File: config.mk
export PLATFORM = sky130hd
export DESIGN_NAME = line_point_generator
export DESIGN_NICKNAME = d
export VERILOG_FILES = /design/src/rtl/lpg_pkg.sv /design/src/rtl/lpg_step.sv /design/src/rtl/line_point_generator.sv
export SDC_FILE = /design/constraint.sdc
export NUM_CORES = 1
export LEC_CHECK = 0
export BUFFER_PORTS_ARGS = -buffer_cell sky130_fd_sc_hd__buf_2
export CAP_MARGIN = 15
export CORE_AREA = 4 4 174 176
export CTS_CLUSTER_DIAMETER = 30
export CTS_CLUSTER_SIZE = 40
export DETAILED_ROUTE_END_ITERATION = 7
export DIE_AREA = 0 0 178 180
export PLACE_DENSITY = 0.74
export SLEW_MARGIN = 20
export SYNTH_ARGS = -nofsm -noshare
export SYNTH_HDL_FRONTEND = slang
export SYNTH_HIERARCHICAL = 1
export SYNTH_SLANG_ARGS = --single-unit
File: constraint.sdc
create_clock -name clk -period 10.15 [get_ports clk]
set_clock_uncertainty 0.05 [all_clocks]
set_input_delay 1.015 -clock clk [delete_from_list [all_inputs] [get_ports clk]]
set_output_delay 1.015 -clock clk [all_outputs]
set_load 0.005 [all_outputs]
File: src/rtl/lpg_pkg.sv
// Shared types and constants for the line point generator.
package lpg_pkg;

	localparam int COORD_BITS_DEFAULT = 12;
	localparam int COLOR_BITS = 32;

	localparam logic OP_START = 1'b0;
	localparam logic OP_NEXT  = 1'b1;

	typedef enum logic [2:0] {
		MODE_IDLE   = 3'd0,
		MODE_SINGLE = 3'd1,
		MODE_FLAT   = 3'd2,
		MODE_VERT   = 3'd3,
		MODE_GEN    = 3'd4
	} lpg_mode_t;

	typedef struct packed {
		lpg_mode_t mode;
		logic      phase;
		logic      step_left;
		logic      step_up;
	} lpg_ctrl_t;

endpackage

File: src/rtl/lpg_step.sv
// One rasterizer step: line setup on start, then emit a point and advance the walk.
module lpg_step #(
	parameter int COORD_BITS = lpg_pkg::COORD_BITS_DEFAULT,
	localparam int ERR_BITS = COORD_BITS + 2
) (
	input  logic                           operation,
	input  logic [COORD_BITS-1:0]          start_x,
	input  logic [COORD_BITS-1:0]          start_y,
	input  logic [COORD_BITS-1:0]          end_x,
	input  logic [COORD_BITS-1:0]          end_y,
	input  logic [lpg_pkg::COLOR_BITS-1:0] line_color,
	input  logic [COORD_BITS-1:0]          cur_x,
	input  logic [COORD_BITS-1:0]          cur_y,
	input  logic [COORD_BITS-1:0]          tgt_x,
	input  logic [COORD_BITS-1:0]          tgt_y,
	input  logic [COORD_BITS-1:0]          abs_dx,
	input  logic [COORD_BITS-1:0]          abs_dy,
	input  logic signed [ERR_BITS-1:0]     err,
	input  logic [lpg_pkg::COLOR_BITS-1:0] held_color,
	input  lpg_pkg::lpg_ctrl_t             ctrl,
	output logic [COORD_BITS-1:0]          nxt_x,
	output logic [COORD_BITS-1:0]          nxt_y,
	output logic [COORD_BITS-1:0]          nxt_tgt_x,
	output logic [COORD_BITS-1:0]          nxt_tgt_y,
	output logic [COORD_BITS-1:0]          nxt_abs_dx,
	output logic [COORD_BITS-1:0]          nxt_abs_dy,
	output logic signed [ERR_BITS-1:0]     nxt_err,
	output logic [lpg_pkg::COLOR_BITS-1:0] nxt_color,
	output lpg_pkg::lpg_ctrl_t             nxt_ctrl,
	output logic [COORD_BITS-1:0]          point_x,
	output logic [COORD_BITS-1:0]          point_y,
	output logic [lpg_pkg::COLOR_BITS-1:0] point_color,
	output logic                           point_valid,
	output logic                           last_point
);

	logic signed [COORD_BITS:0]     dx;
	logic signed [COORD_BITS:0]     dy;
	logic [COORD_BITS-1:0]          dx_abs;
	logic [COORD_BITS-1:0]          dy_abs;
	logic [COORD_BITS:0]            dx_round;
	logic [COORD_BITS-1:0]          dx_half;
	logic signed [ERR_BITS-1:0]     err_init;
	lpg_pkg::lpg_ctrl_t             init_ctrl;

	logic [COORD_BITS-1:0]          eff_x;
	logic [COORD_BITS-1:0]          eff_y;
	logic [COORD_BITS-1:0]          eff_tx;
	logic [COORD_BITS-1:0]          eff_ty;
	logic [COORD_BITS-1:0]          eff_adx;
	logic [COORD_BITS-1:0]          eff_ady;
	logic signed [ERR_BITS-1:0]     eff_err;
	logic [lpg_pkg::COLOR_BITS-1:0] eff_color;
	lpg_pkg::lpg_ctrl_t             eff_ctrl;

	logic signed [ERR_BITS-1:0]     err_upd;
	logic                           last;
	logic                           emit;

	// line setup from the endpoints
	always_comb begin
		dx = $signed({1'b0, end_x}) - $signed({1'b0, start_x});
		dy = $signed({1'b0, end_y}) - $signed({1'b0, start_y});
		dx_abs = dx[COORD_BITS] ? COORD_BITS'(-dx) : dx[COORD_BITS-1:0];
		dy_abs = dy[COORD_BITS] ? COORD_BITS'(-dy) : dy[COORD_BITS-1:0];
		dx_round = {1'b0, dx_abs} + (COORD_BITS + 1)'(1);
		dx_half = dx_round[COORD_BITS:1];
		// start at -ceil(|dx|/2)
		err_init = -$signed({2'b00, dx_half});
		init_ctrl.phase = 1'b0;
		init_ctrl.step_left = dx[COORD_BITS];
		init_ctrl.step_up = dy[COORD_BITS];
		if (dx_abs == '0 && dy_abs == '0) begin
			init_ctrl.mode = lpg_pkg::MODE_SINGLE;
		end else if (dy_abs == '0) begin
			init_ctrl.mode = lpg_pkg::MODE_FLAT;
		end else if (dx_abs == '0) begin
			init_ctrl.mode = lpg_pkg::MODE_VERT;
		end else begin
			init_ctrl.mode = lpg_pkg::MODE_GEN;
		end
	end

	// a start beat replaces the held line before the point is emitted
	always_comb begin
		if (operation == lpg_pkg::OP_START) begin
			eff_x = start_x;
			eff_y = start_y;
			eff_tx = end_x;
			eff_ty = end_y;
			eff_adx = dx_abs;
			eff_ady = dy_abs;
			eff_err = err_init;
			eff_color = line_color;
			eff_ctrl = init_ctrl;
		end else begin
			eff_x = cur_x;
			eff_y = cur_y;
			eff_tx = tgt_x;
			eff_ty = tgt_y;
			eff_adx = abs_dx;
			eff_ady = abs_dy;
			eff_err = err;
			eff_color = held_color;
			eff_ctrl = ctrl;
		end
	end

	always_comb begin
		nxt_x = eff_x;
		nxt_y = eff_y;
		nxt_err = eff_err;
		nxt_ctrl = eff_ctrl;
		err_upd = eff_err;
		last = 1'b0;
		emit = 1'b1;
		case (eff_ctrl.mode)
			lpg_pkg::MODE_SINGLE: begin
				last = 1'b1;
			end
			lpg_pkg::MODE_FLAT: begin
				nxt_x = eff_ctrl.step_left ? eff_x - COORD_BITS'(1) : eff_x + COORD_BITS'(1);
				last = (nxt_x == eff_tx);
			end
			lpg_pkg::MODE_VERT: begin
				nxt_y = eff_ctrl.step_up ? eff_y - COORD_BITS'(1) : eff_y + COORD_BITS'(1);
				last = (nxt_y == eff_ty);
			end
			lpg_pkg::MODE_GEN: begin
				if (eff_ctrl.phase) begin
					err_upd = eff_err - $signed({2'b00, eff_adx});
					nxt_y = eff_ctrl.step_up ? eff_y - COORD_BITS'(1) : eff_y + COORD_BITS'(1);
				end else begin
					err_upd = eff_err + $signed({2'b00, eff_ady});
				end
				nxt_err = err_upd;
				// error not positive: advance to the next column
				if (err_upd[ERR_BITS-1] || err_upd == '0) begin
					nxt_ctrl.phase = 1'b0;
					nxt_x = eff_ctrl.step_left ? eff_x - COORD_BITS'(1) : eff_x + COORD_BITS'(1);
					last = (nxt_x == eff_tx);
				end else begin
					nxt_ctrl.phase = 1'b1;
				end
			end
			default: begin
				emit = 1'b0;
				nxt_ctrl.mode = lpg_pkg::MODE_IDLE;
			end
		endcase
		if (last) begin
			nxt_ctrl.mode = lpg_pkg::MODE_IDLE;
			nxt_ctrl.phase = 1'b0;
		end
	end

	assign nxt_tgt_x = eff_tx;
	assign nxt_tgt_y = eff_ty;
	assign nxt_abs_dx = eff_adx;
	assign nxt_abs_dy = eff_ady;
	assign nxt_color = eff_color;

	assign point_x = emit ? eff_x : '0;
	assign point_y = emit ? eff_y : '0;
	assign point_color = emit ? eff_color : '0;
	assign point_valid = emit;
	assign last_point = last;

endmodule

File: src/rtl/line_point_generator.sv
// Line point generator top level: input register, step logic, line state, result register.
//
// Input channel: in_valid / in_stall with operation, endpoints and line_color.
// A start beat (operation 0) loads a new line and yields its first point; each
// next beat (operation 1) yields the following point. Every input beat gives
// exactly one result beat on out_valid / out_stall: point_x, point_y,
// point_color, point_valid and last_point. A next beat with no line active
// gives a result with every field zero.
// A beat accepted into the input register waits there while the result register
// is full and stalled; it is then stepped into the result register and out_valid rises.
// Throughput is one beat per cycle while out_stall is low; the line state feeds
// back through a single register, which is updated with each step.
// While out_stall holds a full result register, the input register holds its
// beat and in_stall rises once it is also full; nothing is dropped.
// Reset (arst_n low) empties both registers and leaves no line active.
module line_point_generator #(
	parameter int COORD_BITS = lpg_pkg::COORD_BITS_DEFAULT
) (
	input  logic                           clk,
	input  logic                           arst_n,
	input  logic                           in_valid,
	output logic                           in_stall,
	input  logic                           operation,
	input  logic [COORD_BITS-1:0]          start_x,
	input  logic [COORD_BITS-1:0]          start_y,
	input  logic [COORD_BITS-1:0]          end_x,
	input  logic [COORD_BITS-1:0]          end_y,
	input  logic [lpg_pkg::COLOR_BITS-1:0] line_color,
	output logic                           out_valid,
	input  logic                           out_stall,
	output logic [COORD_BITS-1:0]          point_x,
	output logic [COORD_BITS-1:0]          point_y,
	output logic [lpg_pkg::COLOR_BITS-1:0] point_color,
	output logic                           point_valid,
	output logic                           last_point
);

	localparam int ERR_BITS = COORD_BITS + 2;

	logic                           valid_s1;
	logic                           operation_s1;
	logic [COORD_BITS-1:0]          start_x_s1;
	logic [COORD_BITS-1:0]          start_y_s1;
	logic [COORD_BITS-1:0]          end_x_s1;
	logic [COORD_BITS-1:0]          end_y_s1;
	logic [lpg_pkg::COLOR_BITS-1:0] line_color_s1;

	logic                           valid_s2;
	logic [COORD_BITS-1:0]          point_x_s2;
	logic [COORD_BITS-1:0]          point_y_s2;
	logic [lpg_pkg::COLOR_BITS-1:0] point_color_s2;
	logic                           point_valid_s2;
	logic                           last_point_s2;

	logic [COORD_BITS-1:0]          cur_x_q;
	logic [COORD_BITS-1:0]          cur_y_q;
	logic [COORD_BITS-1:0]          tgt_x_q;
	logic [COORD_BITS-1:0]          tgt_y_q;
	logic [COORD_BITS-1:0]          abs_dx_q;
	logic [COORD_BITS-1:0]          abs_dy_q;
	logic signed [ERR_BITS-1:0]     err_q;
	logic [lpg_pkg::COLOR_BITS-1:0] color_q;
	lpg_pkg::lpg_ctrl_t             ctrl_q;

	logic [COORD_BITS-1:0]          nxt_x;
	logic [COORD_BITS-1:0]          nxt_y;
	logic [COORD_BITS-1:0]          nxt_tgt_x;
	logic [COORD_BITS-1:0]          nxt_tgt_y;
	logic [COORD_BITS-1:0]          nxt_abs_dx;
	logic [COORD_BITS-1:0]          nxt_abs_dy;
	logic signed [ERR_BITS-1:0]     nxt_err;
	logic [lpg_pkg::COLOR_BITS-1:0] nxt_color;
	lpg_pkg::lpg_ctrl_t             nxt_ctrl;
	logic [COORD_BITS-1:0]          res_x;
	logic [COORD_BITS-1:0]          res_y;
	logic [lpg_pkg::COLOR_BITS-1:0] res_color;
	logic                           res_valid;
	logic                           res_last;

	logic                           step_go;
	logic                           in_take;

	// step when the result register is empty or being drained
	assign step_go = valid_s1 & (~valid_s2 | ~out_stall);
	assign in_stall = valid_s1 & ~step_go;
	assign in_take = in_valid & ~in_stall;

	lpg_step #(
		.COORD_BITS(COORD_BITS)
	) u_step (
		.operation   (operation_s1),
		.start_x     (start_x_s1),
		.start_y     (start_y_s1),
		.end_x       (end_x_s1),
		.end_y       (end_y_s1),
		.line_color  (line_color_s1),
		.cur_x       (cur_x_q),
		.cur_y       (cur_y_q),
		.tgt_x       (tgt_x_q),
		.tgt_y       (tgt_y_q),
		.abs_dx      (abs_dx_q),
		.abs_dy      (abs_dy_q),
		.err         (err_q),
		.held_color  (color_q),
		.ctrl        (ctrl_q),
		.nxt_x       (nxt_x),
		.nxt_y       (nxt_y),
		.nxt_tgt_x   (nxt_tgt_x),
		.nxt_tgt_y   (nxt_tgt_y),
		.nxt_abs_dx  (nxt_abs_dx),
		.nxt_abs_dy  (nxt_abs_dy),
		.nxt_err     (nxt_err),
		.nxt_color   (nxt_color),
		.nxt_ctrl    (nxt_ctrl),
		.point_x     (res_x),
		.point_y     (res_y),
		.point_color (res_color),
		.point_valid (res_valid),
		.last_point  (res_last)
	);

	always_ff @(posedge clk or negedge arst_n) begin
		if (!arst_n) begin
			valid_s1 <= 1'b0;
			valid_s2 <= 1'b0;
			ctrl_q <= '{mode: lpg_pkg::MODE_IDLE, phase: 1'b0, step_left: 1'b0, step_up: 1'b0};
		end else begin
			if (!in_stall) begin
				valid_s1 <= in_valid;
			end
			if (step_go) begin
				valid_s2 <= 1'b1;
				ctrl_q <= nxt_ctrl;
			end else if (!out_stall) begin
				valid_s2 <= 1'b0;
			end
		end
	end

	always_ff @(posedge clk) begin
		if (in_take) begin
			operation_s1 <= operation;
			start_x_s1 <= start_x;
			start_y_s1 <= start_y;
			end_x_s1 <= end_x;
			end_y_s1 <= end_y;
			line_color_s1 <= line_color;
		end
		if (step_go) begin
			point_x_s2 <= res_x;
			point_y_s2 <= res_y;
			point_color_s2 <= res_color;
			point_valid_s2 <= res_valid;
			last_point_s2 <= res_last;
			cur_x_q <= nxt_x;
			cur_y_q <= nxt_y;
			tgt_x_q <= nxt_tgt_x;
			tgt_y_q <= nxt_tgt_y;
			abs_dx_q <= nxt_abs_dx;
			abs_dy_q <= nxt_abs_dy;
			err_q <= nxt_err;
			color_q <= nxt_color;
		end
	end

	assign out_valid = valid_s2;
	assign point_x = point_x_s2;
	assign point_y = point_y_s2;
	assign point_color = point_color_s2;
	assign point_valid = point_valid_s2;
	assign last_point = last_point_s2;

	// the inner y step exists only in the general walk
	a_phase_gen: assert property (@(posedge clk) disable iff (!arst_n)
		ctrl_q.phase |-> (ctrl_q.mode == lpg_pkg::MODE_GEN))
		else $error("inner phase set outside general mode");

	a_stall_full: assert property (@(posedge clk) disable iff (!arst_n)
		in_stall |-> (valid_s1 && valid_s2 && out_stall))
		else $error("input stalled with room downstream");

	a_last_valid: assert property (@(posedge clk) disable iff (!arst_n)
		(out_valid && last_point) |-> point_valid)
		else $error("last point flagged on an empty result");

	a_empty_zero: assert property (@(posedge clk) disable iff (!arst_n)
		(out_valid && !point_valid) |-> (point_x == '0 && point_y == '0 && point_color == '0))
		else $error("empty result carries data");

	a_step_after_last: assert property (@(posedge clk) disable iff (!arst_n)
		(step_go && res_last) |=> (ctrl_q.mode == lpg_pkg::MODE_IDLE))
		else $error("line still active after its last point");

endmodule
# Word-level counts from Yosys, hierarchy flattened
# Cells that the tools add are included.
[word_totals] regBits=265 inputBits=85 output_inout_bits=60 word_cells=90
[classes] add_sub_neg=12 muxes=32 n_eq_ne=7 n_reduce_logical=6 bitwise=8
[ops] op="12-bit two-way mux" count=12
[ops] op="14-bit two-way mux" count=4
[ops] op="12-bit one-hot mux with 2 select lines" count=2
[ops] op="32-bit two-way mux" count=1
[ops] op="12-bit by 12-bit subtractor with 13-bit output" count=2
[ops] op="12-bit by 1-bit adder with 12-bit output (second input constant)" count=2
[ops] op="12-bit == test" count=2
[ops] op="12-bit zero test" count=2
[ops] op="12-bit negator" count=2
[ops] op="12-bit by 1-bit subtractor with 12-bit output (second input constant)" count=2
[ops] op="14-bit by 13-bit adder with 14-bit output" count=1
[ops] op="14-bit zero test" count=1
[ops] op="12-bit negator with 14-bit output" count=1
[ops] op="14-bit by 13-bit subtractor with 14-bit output" count=1
[ops] op="12-bit by 1-bit adder with 13-bit output (second input constant)" count=1
[ops] op="3-bit two-way mux" count=4
[ops] op="3-bit by 2-bit == test with 1-bit output (second input constant)" count=2
[ops] op="1-bit two-way mux" count=6
[ops] op="6-bit two-way mux" count=1
[ops] op="4-bit two-way mux" count=1
[ops] op="1-bit inverter" count=4
[ops] op="1-bit one-hot mux with 4 select lines" count=1
[ops] op="4-bit OR reduction" count=1
[ops] op="1-bit bitwise AND" count=3
[ops] op="other kinds (6)" count=6

# Logic depth before layout (Yosys ltp)
[logic_depth] depth_word=15 depth_mapped=35 ltp_nobuf=32

# Hierarchy
# The synthesis kept the hierarchy.
[modules_own_cells] mod="line_point_generator" seq_area_each_um2=7917.6 cells_per_inst=277 instances=1 area_each_um2=8034.0
[modules_own_cells] mod="lpg_step" seq_area_each_um2=0.0 cells_per_inst=1112 instances=1 area_each_um2=7607.3

# Least setup slack after synthesis
# Ideal clock, no wire load.
[synth_path] path_type="register -> register" startpoint="register start_x_s1[0]" endpoint="register cur_x_q[6], data pin" required_ns=9.840 slack_ns=3.149 path_buffers=4 setup_time_ns=0.260 period_less_slack_ns=7.001 arrival_time_ns=6.691 stages_incl_launch_ff=33 cell_sequence="edfxtp_1 > ha_1 > fa_1 > nand2b_1 > a211oi_1 > o21a_1 > or2_1 > clkbuf_1 > clkbuf_1 > o21ai_0 > inv_1 > ha_1 > buf_1 > a21oi_1 > a311oi_1 > xnor2_1 > and2_1 > a22oi_1 > o21ai_0 > xnor2_1 > mux2_2 > ha_1 > a21o_1 > a41o_1 > a21oi_1 > or3b_2 > a21oi_1 > o2111ai_1 > or4_1 > o21ai_0 > a21oi_2 > buf_6 > mux2_4"
[synth_between] elab_chain_len=13 elab_cells_between_ends=27 classes_between="8 x add/sub; 2 x eq/ne; 13 x mux; 4 x reduce/logical"
[synth_lines] element="start: declaration" line="line_point_generator.sv:42" rtl="logic [COORD_BITS-1:0] start_x_s1;"
[synth_lines] element="start signal: assignment" line="line_point_generator.sv:143" rtl="start_x_s1 <= start_x;"
[synth_lines] element="12-bit by 12-bit subtractor with 13-bit output" line="lpg_step.sv:62" rtl="dx = $signed({1'b0, end_x}) - $signed({1'b0, start_x});"
[synth_lines] element="12-bit negator" line="lpg_step.sv:64" rtl="dx_abs = dx[COORD_BITS] ? COORD_BITS'(-dx) : dx[COORD_BITS-1:0];"
[synth_lines] element="12-bit two-way mux" line="lpg_step.sv:64"
[synth_lines] element="12-bit by 1-bit adder with 13-bit output" line="lpg_step.sv:66" rtl="dx_round = {1'b0, dx_abs} + (COORD_BITS + 1)'(1);"
[synth_lines] element="12-bit negator with 14-bit output" line="lpg_step.sv:69" rtl="err_init = -$signed({2'b00, dx_half});"
[synth_lines] element="14-bit two-way mux" line="lpg_step.sv:86" rtl="if (operation == lpg_pkg::OP_START) begin"
[synth_lines] element="14-bit by 13-bit adder with 14-bit output or 14-bit by 13-bit subtractor with 14-bit output (tied branches)" line="lpg_step.sv:134, lpg_step.sv:131"
[synth_lines] element="14-bit two-way mux" line="lpg_step.sv:130" rtl="if (eff_ctrl.phase) begin"
[synth_lines] element="14-bit two-way mux" line="lpg_step.sv:117" rtl="case (eff_ctrl.mode)"
[synth_lines] element="14-bit zero test" line="lpg_step.sv:138" rtl="if (err_upd[ERR_BITS-1] || err_upd == '0) begin"
[synth_lines] element="1-bit logical OR" line="lpg_step.sv:138"
[synth_lines] element="12-bit two-way mux" line="lpg_step.sv:138"
[synth_lines] element="12-bit one-hot mux with 2 select lines (*)" line="lpg_step.sv:117"
[synth_lines] element="via nxt_x[6]" line="line_point_generator.sv:65" rtl="logic [COORD_BITS-1:0] nxt_x;"
[synth_lines] element="end signal: assignment" line="line_point_generator.sv:155" rtl="cur_x_q <= nxt_x;"
[synth_lines] element="end: declaration" line="line_point_generator.sv:55" rtl="logic [COORD_BITS-1:0] cur_x_q;"
# The timed path passes the listed nets; every way through them passes the cells marked *. The select of a mux whose other input is x is not followed.
# A chain may end at the register's enable or synchronous reset.

# Worst setup path in the final report
[layout_path] startpoint="register start_x_s1[0]" endpoint="register cur_x_q[1], data pin"
# Same word-level chain as after synthesis.

==> out/summary.txt <==
Outcome -> completed
Buf/Inv on CP -> 1
I/O Pins -> 145
Routed WL -> 36200 um
Power Density -> 268 nW/um2
Yosys Warn Count -> 6
Vias in the first global route -> 11355
Post-CTS Resized -> 0
CTS Hold Bufs -> 0
Post-synthesis xor/xnor area fraction -> 7.42%
Min-delay worst type -> in -> async
Mux contribution to synthesized area -> 8.66%
CP max stage delay -> 0.70 ns
Main combinational cell family by area after synthesis -> simple AND/OR/NAND/NOR gates
IO Port Bufs -> 144
Pin count of the biggest net entering global routing -> 183
Antenna violations before repair -> 2
Die width -> 178 um
Total track usage -> 22.2%
H-tree depth -> 2
GP Congestion -> 0.878
RSZ-0062 raised after global routing -> no
Global route overflow -> 0
Crit path arrival time -> 8.32 ns
Fmax -> 124 MHz
Cells after Synth -> 1389
Top delay family on crit path -> compound AO/OA/AOI/OAI gates
Simple-gate area share of the yosys netlist -> 12.6%
Worst-Skew Late Latency -> 0.59 ns
Core ar. -> 28600 um2
CP required -> 10.43 ns
Number of diodes -> 0
Synth Area in Compound Gates -> 11.9%
Number of synthesized flops with an enable pin -> 257
# fillers -> 2177
CP Launch Type -> register
Share of the synthesized area in the top cell type -> 49.3%
Syn_area_per_cell -> 11.3 um2
Post-synth ARST share -> 3.02%
Number of max-cap violations -> 0
Max-slew headroom -> 29.6%
Crit-path slowest cell -> a21oi_2
Die height -> 180 um
Worst-Margin Slew -> 1.06 ns
DR WL/cell -> 18.3 um
Final Max Tran Viols -> 0
Num Clock Sinks -> 265
Synth area leader -> edfxtp_1
Remaining antenna violation count -> 0
CTS tree -> built
Hpwl dp -> 24400 um
CTS Buf Count -> 55
Clock root buffer master -> clkbuf_16
CP Class -> reg -> reg
Final setup violation count -> 0
Hold Fails Final Rpt -> 0
Final nets -> 1700
Clock-pin transition on the worst setup and hold timing paths -> 0.05 ns
Seq cells post-synth -> 265
Core Rows -> 62
Via count -> 11314
Layout cells sized above 1 -> 22.4%
Synth Cell Area -> 15600 um2
Die area -> 32000 um2
DR vias/cell -> 5.73
First-pass GRT wire length -> 58300 um
First drt pass iteration count -> 5
Peak supply drop -> 0.207 mV
Post-CTS Setup Repair Bufs -> 0
Max clock buf depth -> 3
Adder-Cell Fraction of Synth Area -> 5.68%
Drt drc -> 0
Final worst path period share -> 79.2%
Syn_nets -> 1542
Initial Utilization -> 54.6%
Area grow syn2layout -> 18.7%
Primary FF master, synth -> edfxtp_1
Initial DRC count -> 722
Endpoint class of the critical path -> register
Seq/Total Area, Yosys -> 50.6%
Total Neg Setup Slack -> 0 ns
Static leakage -> 7.30 nW
Final Core Density -> 64.9%
Tmin final -> 8.04 ns
CP Max Fanout -> 24
Number of unique standard cell types used by synthesis -> 93
Area contributors post-synth -> edfxtp_1 49%, mux2_2 5.6%, ha_1 5.0%
[worst reg2reg max path: cells and delay by family (launching register included)]
family                     cells  cell delay [ns]
AOI/OAI and AO/OA             12             3.03
xor gates and xnor gates       4             0.69
adders and majority gates      4             1.33
buffers and inverters          1             0.10
DFF                            1             0.38
muxes                          2             0.68
and+or+nand+nor                6             1.53
[registers in the layout, indices dropped and copies added, names as in the netlist]
name,cells
err_q,14
color_q,32
point_y,12
point_x,12
abs_dy_q,12
end_x_s1,12
cur_x_q,12
cur_y_q,12
valid_s1,1
end_y_s1,12
abs_dx_q,12
tgt_x_q,12
line_color_s1,32
point_valid,1
ctrl_q,6
out_valid,1
operation_s1,1
point_color,32
start_y_s1,12
last_point,1
tgt_y_q,12
start_x_s1,12
[cell families (layout without fill, tap and decap cells)]
kind of cell | Yosys count | after routing
mux | 125 | 125
compound gates | 281 | 281
buf+inv | 126 | 329
flops | 265 | 265
fa+ha+maj | 68 | 68
xor+xnor | 130 | 130
simple gates | 394 | 394
[report_power, final]
group | internal (W) | switching [W]
logic | 0.000731 | 0.00100
registers | 0.00145 | 0.0000546
clock network | 0.00113 | 0.000607
total | 0.00332 | 0.00167
[worst paths after layout]
path,slack (ns),to,cells after the start,from
min in group clk,0.45,ctrl_q[4]$_DFFE_PN0P_,1,ctrl_q[4]$_DFFE_PN0P_
hold reg to reg,0.45,ctrl_q[4]$_DFFE_PN0P_,1,ctrl_q[4]$_DFFE_PN0P_
max in group asynchronous,9.58,ctrl_q[2]$_DFFE_PN0P_,1,arst_n
hold / removal,0.25,ctrl_q[4]$_DFFE_PN0P_,1,arst_n
setup reg to reg,2.11,cur_x_q[1]$_DFFE_PP_,29,start_x_s1[0]$_DFFE_PP_
setup / recovery,2.11,cur_x_q[1]$_DFFE_PP_,29,start_x_s1[0]$_DFFE_PP_
[layout by cell type, fill, tap and decap left out, types with 11 or more instances in the layout]
| cell | instances |
|---|---|
| a21oi_1 | 66 |
| o21ai_0 | 81 |
| edfxtp_1 | 257 |
| and3_1 | 13 |
| mux2i_1 | 45 |
| a21o_1 | 14 |
| clkbuf_16 | 55 |
| buf_2 | 144 |
| nand2_1 | 98 |
| nand3_1 | 30 |
| nor2_1 | 103 |
| nor3_1 | 26 |
| nand2b_1 | 17 |
| ha_1 | 63 |
| xor2_1 | 46 |
| mux2_2 | 78 |
| and2_1 | 41 |
| inv_1 | 74 |
| xnor2_1 | 81 |
| o31ai_1 | 11 |
[Yosys cell counts, types with 4 or more instances]
master,count
o2111ai_1,4
a21o_1,14
mux2_2,78
inv_1,74
xnor2_1,81
nand3b_1,4
nand3_1,30
fa_1,5
nor4_1,5
o22ai_1,5
edfxtp_1,257
clkbuf_1,38
o21ai_1,9
or3_1,5
a211o_1,5
nand2_1,98
and3_1,13
o31ai_1,11
nor2b_1,8
and2_1,42
ha_1,63
mux2i_1,45
nor3_1,26
dfrtp_1,8
or2_2,6
nand4_1,8
o2bb2ai_1,4
buf_2,8
xor2_1,46
o21ai_0,82
o21a_1,7
nor2_1,103
o211ai_1,10
a31oi_1,9
a21oi_1,66
a211oi_1,6
nand2b_1,17
[layer usage]
layer	part of all wire, %	global-route usage [%]	wire length, um
met5	0.058	0	21
met1	44	30.2	16000
met2	46	34.7	16600
met4	2.7	7.27	967
met3	7.4	6.16	2660
[per-stage QoR]
stage	cells	setup WS, ns	total power [W]	hold WS [ns]	instance area, um2
2_1_floorplan	1389	3.15	0.00286	0.406	15600
3_3_place_gp	1873	2.42	0.00318	0.424	16700
3_5_place_dp	1874	2.17	0.00323	0.440	16700
4_1_cts	1976	2.13	0.00500	0.233	18600
5_1_grt	1976	1.52	0.00527	0.236	18600
6_report	1976	2.11	0.00498	0.251	18600
[layout make-up]
type / count / area [um2] / share of cell area [%]
sequential: 265 / 7920 / 42.6
multi-input combinational: 998 / 7240 / 39.0
clock buffer: 63 / 1410 / 7.57
timing repair buffer: 151 / 818 / 4.41
tap: 384 / 480 / 2.59
clock inverter: 39 / 427 / 2.30
inverter: 76 / 285 / 1.54
(Power assumes the default switching activity.)
